File: src/rtl/ssrr_pkg.sv
package ssrr_pkg;

  // Sizing
  localparam int WINDOW_LEN         = 40;
  localparam int RAMP_HALF_STEPS    = 20;
  localparam int COUNTS_PER_PERCENT = 418;
  localparam int FULL_SCALE_PCT     = 100;
  localparam int SIG_HALF           = 20;   // half span of the fixed sigmoid table
  localparam int SIG_LEN            = 2 * SIG_HALF + 1;

  localparam int DATA_W    = 16;
  localparam int CFG_IDX_W = 1;
  localparam int PTR_W     = $clog2(WINDOW_LEN);
  localparam int SUM_W     = DATA_W + $clog2(WINDOW_LEN);
  localparam int POS_W     = $clog2(RAMP_HALF_STEPS + 2) + 1;
  localparam int SIG_IDX_W = $clog2(SIG_LEN);
  localparam int PCT_W     = $clog2(FULL_SCALE_PCT + 1);
  localparam int PROD_W    = DATA_W + PCT_W;

  // Reciprocals for exact floor division by constants: x / d == (x * m) >> k
  localparam int MEAN_K  = SUM_W + $clog2(WINDOW_LEN);
  localparam int MEAN_RW = SUM_W + 1;
  localparam logic [MEAN_RW-1:0] MEAN_RECIP =
    MEAN_RW'(((64'd1 << MEAN_K) + 64'(WINDOW_LEN) - 64'd1) / 64'(WINDOW_LEN));

  localparam int PCT_K  = DATA_W + $clog2(COUNTS_PER_PERCENT);
  localparam int PCT_RW = DATA_W + 1;
  localparam logic [PCT_RW-1:0] PCT_RECIP =
    PCT_RW'(((64'd1 << PCT_K) + 64'(COUNTS_PER_PERCENT) - 64'd1) / 64'(COUNTS_PER_PERCENT));

  localparam int DIV_K  = PROD_W + $clog2(FULL_SCALE_PCT);
  localparam int DIV_RW = PROD_W + 1;
  localparam logic [DIV_RW-1:0] DIV_RECIP =
    DIV_RW'(((64'd1 << DIV_K) + 64'(FULL_SCALE_PCT) - 64'd1) / 64'(FULL_SCALE_PCT));

  localparam logic signed [POS_W-1:0] POS_HALF     = POS_W'(RAMP_HALF_STEPS);
  localparam logic signed [POS_W-1:0] POS_NEG_HALF = POS_W'(-RAMP_HALF_STEPS);
  localparam logic signed [POS_W-1:0] POS_ONE      = POS_W'(1);

  // Register map and reset values
  localparam logic [CFG_IDX_W-1:0] REG_CHANGE_THRESHOLD = CFG_IDX_W'(0);
  localparam logic [CFG_IDX_W-1:0] REG_MAX_STEP_RATE    = CFG_IDX_W'(1);
  localparam logic [DATA_W-1:0]    CHANGE_THRESHOLD_RST = DATA_W'(1000);
  localparam logic [DATA_W-1:0]    MAX_STEP_RATE_RST    = DATA_W'(12000);

  // Request kinds
  localparam logic FUNC_CONTROL = 1'b0;
  localparam logic FUNC_TICK    = 1'b1;

  typedef struct packed {
    logic              func;
    logic [DATA_W-1:0] adc_sample;
    logic              up_pressed;
    logic              down_pressed;
  } req_t;

  typedef struct packed {
    logic [DATA_W-1:0] step_rate;
    logic              pulses_on;
    logic              motor_enabled;
    logic              direction_down;
    logic              ramp_active;
  } rsp_t;

  typedef struct packed {
    logic run;
    logic fall;
    logic susp;
    logic up_latch;
    logic dn_latch;
    logic en;
    logic dir;
  } flags_t;

  localparam flags_t FLAGS_RST = '{run: 1'b0, fall: 1'b0, susp: 1'b1, up_latch: 1'b0,
                                   dn_latch: 1'b0, en: 1'b0, dir: 1'b0};

  typedef enum logic [2:0] {
    ST_IDLE,
    ST_MEAN,
    ST_CHECK,
    ST_PCT,
    ST_MUL,
    ST_DIV,
    ST_DONE
  } state_t;

  // Q16 logistic curve, 65536 / (1 + exp(-0.2 t)), t = -20..20
  function automatic logic [DATA_W-1:0] sig_weight(input logic [SIG_IDX_W-1:0] idx);
    logic [DATA_W-1:0] w;
    case (idx)
      6'd0:  w = 16'd1179;
      6'd1:  w = 16'd1434;
      6'd2:  w = 16'd1743;
      6'd3:  w = 16'd2117;
      6'd4:  w = 16'd2567;
      6'd5:  w = 16'd3108;
      6'd6:  w = 16'd3757;
      6'd7:  w = 16'd4531;
      6'd8:  w = 16'd5451;
      6'd9:  w = 16'd6537;
      6'd10: w = 16'd7812;
      6'd11: w = 16'd9296;
      6'd12: w = 16'd11009;
      6'd13: w = 16'd12964;
      6'd14: w = 16'd15170;
      6'd15: w = 16'd17625;
      6'd16: w = 16'd20318;
      6'd17: w = 16'd23222;
      6'd18: w = 16'd26300;
      6'd19: w = 16'd29502;
      6'd20: w = 16'd32768;
      6'd21: w = 16'd36034;
      6'd22: w = 16'd39236;
      6'd23: w = 16'd42314;
      6'd24: w = 16'd45218;
      6'd25: w = 16'd47911;
      6'd26: w = 16'd50366;
      6'd27: w = 16'd52572;
      6'd28: w = 16'd54527;
      6'd29: w = 16'd56240;
      6'd30: w = 16'd57724;
      6'd31: w = 16'd58999;
      6'd32: w = 16'd60085;
      6'd33: w = 16'd61005;
      6'd34: w = 16'd61779;
      6'd35: w = 16'd62428;
      6'd36: w = 16'd62969;
      6'd37: w = 16'd63419;
      6'd38: w = 16'd63793;
      6'd39: w = 16'd64102;
      6'd40: w = 16'd64357;
      default: w = '0;
    endcase
    return w;
  endfunction

endpackage

File: src/rtl/sigmoid_step_rate_ramp_core.sv
// Stepper speed controller with an S-curve rate ramp. A control request (func 0) pushes
// one knob sample into a 40-sample sliding window and reads the up/down buttons; while a
// button is held and no ramp runs, the truncated window mean selects a target of
// percent x max_step_rate (percent = mean / 418, capped at 100), taken only when the mean
// has moved by more than change_threshold or has dropped below one percent with a
// nonzero target. Releasing the buttons ramps down to zero. A tick request (func 1)
// moves the running ramp one point along a 41-point Q16 sigmoid. Every request gives
// exactly one response: current rate and drive flags.
// Timing: ticks, control requests with no button held and control requests during a
// ramp finish straight from idle, and a new request is accepted every cycle while the
// response register drains. A control request with a button held and no ramp running
// goes through a short sequencer: window mean, change check, then, when it takes a new
// target, percent, scaling and divide by 100, then done; the mean, percent and divide
// use reciprocal multiplies. in_ready is low meanwhile. The window lives in a RAM whose
// oldest entry is prefetched one request ahead; per-entry valid bits give the zero
// contents after reset, so there is no clearing pass. Configuration is written with
// cfg_we, taking effect on the next request; write it only while the block is idle.
module sigmoid_step_rate_ramp_core import ssrr_pkg::*; (
  input  logic                 clk,
  input  logic                 rst,
  input  logic                 cfg_we,
  input  logic [CFG_IDX_W-1:0] cfg_index,
  input  logic [DATA_W-1:0]    cfg_wdata,
  input  logic                 in_valid,
  output logic                 in_ready,
  input  req_t                 in_data,
  output logic                 out_valid,
  input  logic                 out_ready,
  output rsp_t                 out_data
);

  // config
  logic [DATA_W-1:0] change_threshold;
  logic [DATA_W-1:0] max_step_rate;

  // request holding register
  req_t req;
  logic req_vld;

  state_t state, state_next;

  // sample window
  logic [DATA_W-1:0]     win_mem [WINDOW_LEN];
  logic [WINDOW_LEN-1:0] win_vld;
  logic [PTR_W-1:0]      win_ptr, win_ptr_next;
  logic [SUM_W-1:0]      win_sum, win_sum_next;
  logic [DATA_W-1:0]     old_data;   // prefetched win_mem[win_ptr]
  logic                  old_vld;
  logic [DATA_W-1:0]     oldest;

  // speed state
  logic [DATA_W-1:0]        last_level, last_level_next;
  logic [DATA_W-1:0]        target_rate, target_rate_next;
  logic [DATA_W-1:0]        present_rate, present_rate_next;
  logic [DATA_W-1:0]        origin_rate, origin_rate_next;
  logic signed [POS_W-1:0]  ramp_pos, ramp_pos_next;
  flags_t                   flags, flags_next;

  // sequencer datapath registers
  logic [DATA_W-1:0] mean_q, mean_q_next;
  logic [PCT_W-1:0]  pct_q, pct_q_next;
  logic [PROD_W-1:0] prod_q, prod_q_next;

  // handshake control
  logic is_tick, btn, long_pass, out_free, step_go, win_go, complete, take;

  // arithmetic
  logic [SUM_W+MEAN_RW-1:0]   mean_prod;
  logic [DATA_W-1:0]          mean_calc;
  logic [2*DATA_W:0]          pct_prod;
  logic [2*DATA_W:0]          pct_shift;
  logic [PROD_W+DIV_RW-1:0]   div_prod;
  logic [DATA_W-1:0]          div_tgt;
  logic [DATA_W-1:0]          lvl_diff;
  logic [SIG_IDX_W-1:0]       sig_idx;
  logic [DATA_W-1:0]          sig_w;
  logic                       tgt_above;
  logic [DATA_W-1:0]          span;
  logic [2*DATA_W-1:0]        span_prod;
  logic [DATA_W-1:0]          curve;
  logic [DATA_W:0]            fall_sum;
  logic signed [POS_W-1:0]    pos_inc, pos_dec;

  assign is_tick   = (req.func == FUNC_TICK);
  assign btn       = req.up_pressed | req.down_pressed;
  assign long_pass = req_vld && !is_tick && btn && !flags.run;
  assign out_free  = !out_valid || out_ready;

  // requests served straight from idle, and the sequencer's entry
  assign step_go  = (state == ST_IDLE) && req_vld && !long_pass && out_free;
  assign win_go   = (state == ST_IDLE) && req_vld && !is_tick && (long_pass || out_free);
  assign complete = step_go || ((state == ST_DONE) && out_free);
  assign in_ready = !req_vld || complete;

  assign oldest = old_vld ? old_data : '0;

  // --- arithmetic ---------------------------------------------------------
  always_comb begin
    // window mean from the registered sum
    mean_prod = (SUM_W+MEAN_RW)'(win_sum) * (SUM_W+MEAN_RW)'(MEAN_RECIP);
    mean_calc = DATA_W'(mean_prod >> MEAN_K);

    // percent of full scale
    pct_prod  = (2*DATA_W+1)'(mean_q) * (2*DATA_W+1)'(PCT_RECIP);
    pct_shift = pct_prod >> PCT_K;

    // scaled product / 100
    div_prod = (PROD_W+DIV_RW)'(prod_q) * (PROD_W+DIV_RW)'(DIV_RECIP);
    div_tgt  = DATA_W'(div_prod >> DIV_K);

    lvl_diff = (mean_q > last_level) ? (mean_q - last_level) : (last_level - mean_q);
    take     = (lvl_diff > change_threshold) ||
               ((mean_q < DATA_W'(COUNTS_PER_PERCENT)) && (target_rate != '0));

    // sigmoid lookup, position clamped to the table
    if (ramp_pos < -SIG_HALF) begin
      sig_idx = '0;
    end else if (ramp_pos > SIG_HALF) begin
      sig_idx = SIG_IDX_W'(SIG_LEN - 1);
    end else begin
      sig_idx = SIG_IDX_W'(ramp_pos + SIG_HALF);
    end
    sig_w = sig_weight(sig_idx);

    // origin is only added back when climbing towards a higher target
    tgt_above = target_rate > origin_rate;
    span      = tgt_above ? (target_rate - origin_rate) : (origin_rate - target_rate);
    span_prod = (2*DATA_W)'(span) * (2*DATA_W)'(sig_w);
    curve     = span_prod[2*DATA_W-1:DATA_W] + (tgt_above ? origin_rate : '0);
    fall_sum  = (DATA_W+1)'(target_rate) + (DATA_W+1)'(curve);

    pos_inc = ramp_pos + POS_ONE;
    pos_dec = ramp_pos - POS_ONE;
  end

  // --- sequencer next state -------------------------------------------------
  always_comb begin
    state_next = state;
    case (state)
      ST_IDLE:  begin
        if (long_pass) state_next = ST_MEAN;
      end
      ST_MEAN:  state_next = ST_CHECK;
      ST_CHECK: state_next = take ? ST_PCT : ST_DONE;
      ST_PCT:   state_next = ST_MUL;
      ST_MUL:   state_next = ST_DIV;
      ST_DIV:   state_next = ST_DONE;
      ST_DONE:  begin
        if (out_free) state_next = ST_IDLE;
      end
      default:  state_next = ST_IDLE;
    endcase
  end

  // --- state updates --------------------------------------------------------
  always_comb begin
    win_ptr_next      = win_ptr;
    win_sum_next      = win_sum;
    last_level_next   = last_level;
    target_rate_next  = target_rate;
    present_rate_next = present_rate;
    origin_rate_next  = origin_rate;
    ramp_pos_next     = ramp_pos;
    flags_next        = flags;
    mean_q_next       = mean_q;
    pct_q_next        = pct_q;
    prod_q_next       = prod_q;

    if (win_go) begin
      win_sum_next = win_sum - SUM_W'(oldest) + SUM_W'(req.adc_sample);
      win_ptr_next = (win_ptr == PTR_W'(WINDOW_LEN - 1)) ? '0 : win_ptr + PTR_W'(1);
    end

    case (state)
      ST_IDLE: begin
        if (long_pass) begin
          // up wins when both are held
          if (req.up_pressed) begin
            flags_next.dir      = 1'b0;
            flags_next.up_latch = 1'b1;
          end else begin
            flags_next.dir      = 1'b1;
            flags_next.dn_latch = 1'b1;
          end
        end else if (step_go && !is_tick) begin
          // buttons released after a press: ramp down to zero
          if (!btn && (flags.up_latch || flags.dn_latch)) begin
            target_rate_next    = '0;
            ramp_pos_next       = POS_HALF;
            flags_next.run      = 1'b1;
            flags_next.fall     = 1'b1;
            flags_next.up_latch = 1'b0;
            flags_next.dn_latch = 1'b0;
          end
        end else if (step_go && flags.run) begin
          if (flags.fall) begin
            present_rate_next = fall_sum[DATA_W] ? '1 : fall_sum[DATA_W-1:0];
            ramp_pos_next     = pos_dec;
            if (pos_dec < POS_NEG_HALF) begin
              if (target_rate != '0) begin
                if (flags.susp) begin
                  flags_next.en   = 1'b1;
                  flags_next.susp = 1'b0;
                end
                flags_next.run    = 1'b0;
                origin_rate_next  = target_rate;
                present_rate_next = target_rate;
              end else begin
                flags_next.run    = 1'b0;
                flags_next.susp   = 1'b1;
                last_level_next   = '0;
                origin_rate_next  = '0;
                present_rate_next = '0;
                target_rate_next  = '0;
              end
            end else if (present_rate_next != '0) begin
              if (flags.susp) begin
                flags_next.en   = 1'b1;
                flags_next.susp = 1'b0;
              end
            end else begin
              flags_next.run    = 1'b0;
              flags_next.susp   = 1'b1;
              last_level_next   = '0;
              origin_rate_next  = '0;
              present_rate_next = '0;
              target_rate_next  = '0;
            end
          end else if (target_rate == origin_rate) begin
            flags_next.run = 1'b0;
          end else begin
            present_rate_next = curve;
            ramp_pos_next     = pos_inc;
            if (target_rate == '0) begin
              flags_next.run    = 1'b0;
              flags_next.susp   = 1'b1;
              last_level_next   = '0;
              origin_rate_next  = '0;
              present_rate_next = '0;
              target_rate_next  = '0;
            end else begin
              if (flags.susp) begin
                flags_next.en   = 1'b1;
                flags_next.susp = 1'b0;
              end
              if (pos_inc > POS_HALF) begin
                flags_next.run    = 1'b0;
                origin_rate_next  = target_rate;
                present_rate_next = target_rate;
              end
            end
          end
        end
      end
      ST_MEAN: mean_q_next = mean_calc;
      ST_CHECK: begin
        if (take) begin
          last_level_next = mean_q;
          flags_next.run  = 1'b1;
        end
      end
      ST_PCT: begin
        pct_q_next = (pct_shift > (2*DATA_W+1)'(FULL_SCALE_PCT)) ?
                     PCT_W'(FULL_SCALE_PCT) : PCT_W'(pct_shift);
      end
      ST_MUL: prod_q_next = PROD_W'(max_step_rate) * PROD_W'(pct_q);
      ST_DIV: begin
        target_rate_next = div_tgt;
        if (div_tgt < present_rate) begin
          flags_next.fall = 1'b1;
          ramp_pos_next   = POS_HALF;
        end else begin
          flags_next.fall = 1'b0;
          ramp_pos_next   = POS_NEG_HALF;
        end
      end
      ST_DONE: ;
      default: ;
    endcase
  end

  // --- registers ----------------------------------------------------------
  always_ff @(posedge clk) begin
    if (rst) begin
      change_threshold <= CHANGE_THRESHOLD_RST;
      max_step_rate    <= MAX_STEP_RATE_RST;
    end else if (cfg_we) begin
      case (cfg_index)
        REG_CHANGE_THRESHOLD: change_threshold <= cfg_wdata;
        REG_MAX_STEP_RATE:    max_step_rate    <= cfg_wdata;
        default: ;
      endcase
    end
  end

  always_ff @(posedge clk) begin
    if (rst) begin
      state        <= ST_IDLE;
      req_vld      <= 1'b0;
      out_valid    <= 1'b0;
      win_vld      <= '0;
      old_vld      <= 1'b0;
      win_ptr      <= '0;
      win_sum      <= '0;
      last_level   <= '0;
      target_rate  <= '0;
      present_rate <= '0;
      origin_rate  <= '0;
      ramp_pos     <= POS_NEG_HALF;
      flags        <= FLAGS_RST;
    end else begin
      state        <= state_next;
      win_ptr      <= win_ptr_next;
      win_sum      <= win_sum_next;
      last_level   <= last_level_next;
      target_rate  <= target_rate_next;
      present_rate <= present_rate_next;
      origin_rate  <= origin_rate_next;
      ramp_pos     <= ramp_pos_next;
      flags        <= flags_next;

      if (in_valid && in_ready) begin
        req_vld <= 1'b1;
      end else if (complete) begin
        req_vld <= 1'b0;
      end

      if (complete) begin
        out_valid <= 1'b1;
      end else if (out_ready) begin
        out_valid <= 1'b0;
      end

      if (win_go) win_vld[win_ptr] <= 1'b1;
      old_vld <= win_vld[win_ptr_next];
    end
  end

  // window RAM: write the new sample, prefetch the entry it will replace next
  always_ff @(posedge clk) begin
    if (win_go) win_mem[win_ptr] <= req.adc_sample;
    old_data <= win_mem[win_ptr_next];
  end

  // payload registers
  always_ff @(posedge clk) begin
    if (in_valid && in_ready) req <= in_data;
    mean_q <= mean_q_next;
    pct_q  <= pct_q_next;
    prod_q <= prod_q_next;
    if (complete) begin
      out_data.step_rate      <= present_rate_next;
      out_data.pulses_on      <= !flags_next.susp;
      out_data.motor_enabled  <= flags_next.en;
      out_data.direction_down <= flags_next.dir;
      out_data.ramp_active    <= flags_next.run;
    end
  end

endmodule

File: config.mk
export PLATFORM = sky130hd
export DESIGN_NAME = sigmoid_step_rate_ramp_core
export DESIGN_NICKNAME = d
export VERILOG_FILES = /design/src/rtl/ssrr_pkg.sv /design/src/rtl/sigmoid_step_rate_ramp_core.sv
export SDC_FILE = /design/constraint.sdc
export NUM_CORES = 2
export LEC_CHECK = 0
export BUFFER_PORTS_ARGS = -buffer_cell sky130_fd_sc_hd__buf_4
export CORE_MARGIN = 2
export CORE_UTILIZATION = 60
export DETAILED_ROUTE_END_ITERATION = 10
export PLACE_DENSITY = 0.76
export SYNTH_ARGS = -nofsm -noshare
export SYNTH_HDL_FRONTEND = slang
export SYNTH_SLANG_ARGS = --single-unit
File: constraint.sdc
create_clock -name clk -period 33.6 [get_ports clk]
set_input_delay 1.68 -clock clk [delete_from_list [all_inputs] [get_ports clk]]
set_output_delay 1.68 -clock clk [all_outputs]
set_load 0.02 [all_outputs]
==> flow_summary_export.csv <==
group,metric,value,unit
outcome,status,"finished clean",
power,p_comb_share,62.3,%
grt,gr-usage-met2,52.0,%
floorplan,die_area,0.125,mm²
clocking,numCtsBuffers,94,
floorplan,pin_count,63,
power,peakVddDrop,180,µV
timing,min_period,16.26,ns
detailed_routing,routedWlPerCell,22.5,µm
power,switching_power,0.00276,W
critical_path,cp_slowest_cell,"dfxtp_1",
power,p_clk_share,16.7,%
run,cap_violations,0,
yosys,syn-num-nets,8081,
detailed_routing,avgViaCountPerCell,6.01,
grt,busiest_layer,"met2",
finish,fin_nets,8140,
yosys,async_reset_ff_share,0,%
clocking,hold_buffers,0,
grt,grt_max_degree,93,
clocking,cts.repair.resized,0,
yosys,synthCells,6498,
critical_path,critPathArrivalTime,16.91,ns
grt,antenna_found_initial,1,
yosys,synthDistinctLibCells,93,
placement,gp_congestion,1.01,
hold_path,min_path_type,"flip-flop to flip-flop",
grt,track_usage,30.1,%
timing,hold_viol,0,
timing,slew_headroom,15.6,%
critical_path,max_stage_delay,0.95,ns
grt,use_met1,38.4,%
timing,worst_pin_slew,1.26,ns
finish,fillers,9126,
power,power_density,79.5,mW/mm²
detailed_routing,drtIter0Drc,4525,
finish,final_layout_size_suffix_gt1_share,8.74,%
detailed_routing,wl,186000,µm
grt,grt_pass1_wl,293000,µm
power,seq_power_share,21.1,%
floorplan,num_rows,128,
power,switching_share,43.7,%
clocking,cts_tree,"built",
timing,clock.fmax,0.0615,GHz
clocking,post-cts-setup-buffers,0,
clocking,root_buffer,"clkbuf_16",
yosys,ys_ff_latch,924,
timing,setup_tns,0,ns
grt,grt-ovfl-total,0,
clocking,htree_levels,3,
critical_path,worstSetupStartpointType,"flip-flop",
critical_path,path_max_fanout,25,
critical_path,crit_type,"flip-flop to flip-flop",
clocking,clock_sinks,924,
floorplan,dieWidth,354,µm
detailed_routing,drtAntennaViolNets,0,
detailed_routing,dr.pass1.iters,6,
placement,port_buffers,62,
yosys,synth_edf_count,725,
floorplan,start_util,60.5,%
clocking,clk_path_buf_depth,3,
timing,fin_skew,0.129,ns
placement,dp_hpwl,138000,µm
yosys,syn_avg_cell_area,11.3,µm²
clocking,clkSlewWorstSetupHoldPaths,0.06,ns
timing,setup_viol,0,
clocking,worstSkewPairLatency,0.75,ns
timing,rsz0062_at_grt,"no",
yosys,synthFlopType,"edfxtp_1",
floorplan,core_area,0.122,mm²
timing,fin_crit_sh,48.4,%
finish,antenna_cells,0,
yosys,syn_area,0.0736,mm²
yosys,yosysSeqAreaShare,35.0,%
power,leakage,35.5,nW
grt,first_global_vias,52200,
timing,slew_viol_final,0,
detailed_routing,num_vias,49600,
critical_path,cp_common_cell,"fa_1",
critical_path,endpoint_kind,"flip-flop",
power,p_int,0.00355,W
critical_path,worstPathRequired,34.24,ns
detailed_routing,drc,0,
finish,syn_to_final_growth,7.80,%
grt,use_met3,4.29,%
power,total_power,0.00631,W
floorplan,die_y,354,µm
yosys,yosys_warnings,0,
## routing by layer
metal  part of all wire [%]  up-vias
li1                       -    22200
met1                     39    25000
met2                     50     2000
met3                    7.0      445
met4                    4.5        0
met5                      0        -
## path summary, 6_finish.rpt
| path | from | end | cells after the start | slack, ns |
|---|---|---|---|---|
| max reg2reg | ramp_pos[2] | target_rate[15] | 54 | 17.34 |
| max | ramp_pos[2] | target_rate[15] | 54 | 17.34 |
| min reg2reg | change_threshold[2] | change_threshold[2] | 2 | 0.46 |
| min | change_threshold[2] | change_threshold[2] | 2 | 0.46 |
## critical path, delay by kind of cell, from the launching register on
family	cells	cell delay (ns)
compound gates	22	5.37
fa+ha+maj	11	5.04
simple gates	13	3.39
flops	1	0.95
buf+inv	5	0.70
mux	1	0.36
xor+xnor	2	0.35
## cell usage in the layout (no fill, tap or decap), drive strengths merged, types with 25 or more instances in the layout
cell type and count:
xnor2 105, a311oi 40, mux2i 31, o21ai 122, a21oi 218, nand3 104, ha 851, nand2 600
xor2 50, a21o 104, and2 108, mux4 170, edfxtp 725, fa 691, dfxtp 199, nor2 383
buf 178, clkinv 38, and3 39, nor3 54, nor2b 66, o31ai 27, o21a 38, a31oi 37
inv 1107, a211oi 40, nand4 25, clkbuf 126
## cell families after synthesis
group           Yosys count  share of synthesized area (%)
flops                   924                           35.0
fa+ha+maj              1542                           33.3
buf+inv                1315                           6.84
simple gates           1499                           9.32
xor+xnor                155                           1.85
mux                     215                           5.84
compound gates          848                           7.90
## sequential cells by signal, summed over array words and instances (netlist names)
signal	cells
origin_rate	16
old_data	16
mean_q	16
win_ptr	6
state	3
old_vld	1
prod_q	23
is_tick	1
pct_q	7
last_level	16
ramp_pos	6
out_valid	1
change_threshold	16
max_step_rate	16
flags	7
win_mem	640
req_vld	1
win_sum	22
present_rate	16
win_vld	40
req	18
out_data	20
target_rate	16
## layout make-up
class	count	area [µm²]	area share [%]
Clock buffer	126	2570	3.24
Clock inverter	51	578	0.728
Inverter	1100	4130	5.20
Multi-Input combinational cell	4259	42900	54.1
Sequential cell	924	25800	32.5
Tap cell	1625	2030	2.56
Timing Repair Buffer	178	1340	1.69
## cells in the mapped netlist (104+ instances only)
library cell / count / area share (%)
fa_1: 691 / 19
mux4_2: 170 / 5.2
dfxtp_1: 199 / 5.4
a21o_1: 104 / 1.1
clkbuf_1: 144 / 0.73
edfxtp_1: 725 / 30
xnor2_1: 104 / 1.2
nand2_1: 600 / 3.1
and2_1: 107 / 0.91
a21oi_1: 216 / 1.5
inv_1: 1100 / 5.6
nor2_1: 381 / 1.9
ha_1: 851 / 14
## stage by stage
step                utilization [%]  hold WS, ns  cells  instance area (µm²)  setup WS (ns)
floorplan                         -        0.435   6498                73600          20.79
global placement               62.6        0.443   8086                76200          17.95
detailed placement             62.6        0.449   8086                76200          17.71
CTS                            65.2        0.456   8263                79400          17.66
global route                   65.2        0.471   8263                79400          16.21
finish                         65.2        0.455   8263                79400          17.34
## power by group through the flow
stage / combinational [W] / sequential, W / clock, W
2_1_floorplan: 0.00288 / 0.00134 / 0
3_3_place_gp: 0.00378 / 0.00135 / 0
3_5_place_dp: 0.00391 / 0.00135 / 0
4_1_cts: 0.00395 / 0.00133 / 0.00107
5_1_grt: 0.00451 / 0.00133 / 0.00111
6_report: 0.00393 / 0.00133 / 0.00105
No activity file was read; power rests on OpenSTA's default activity.
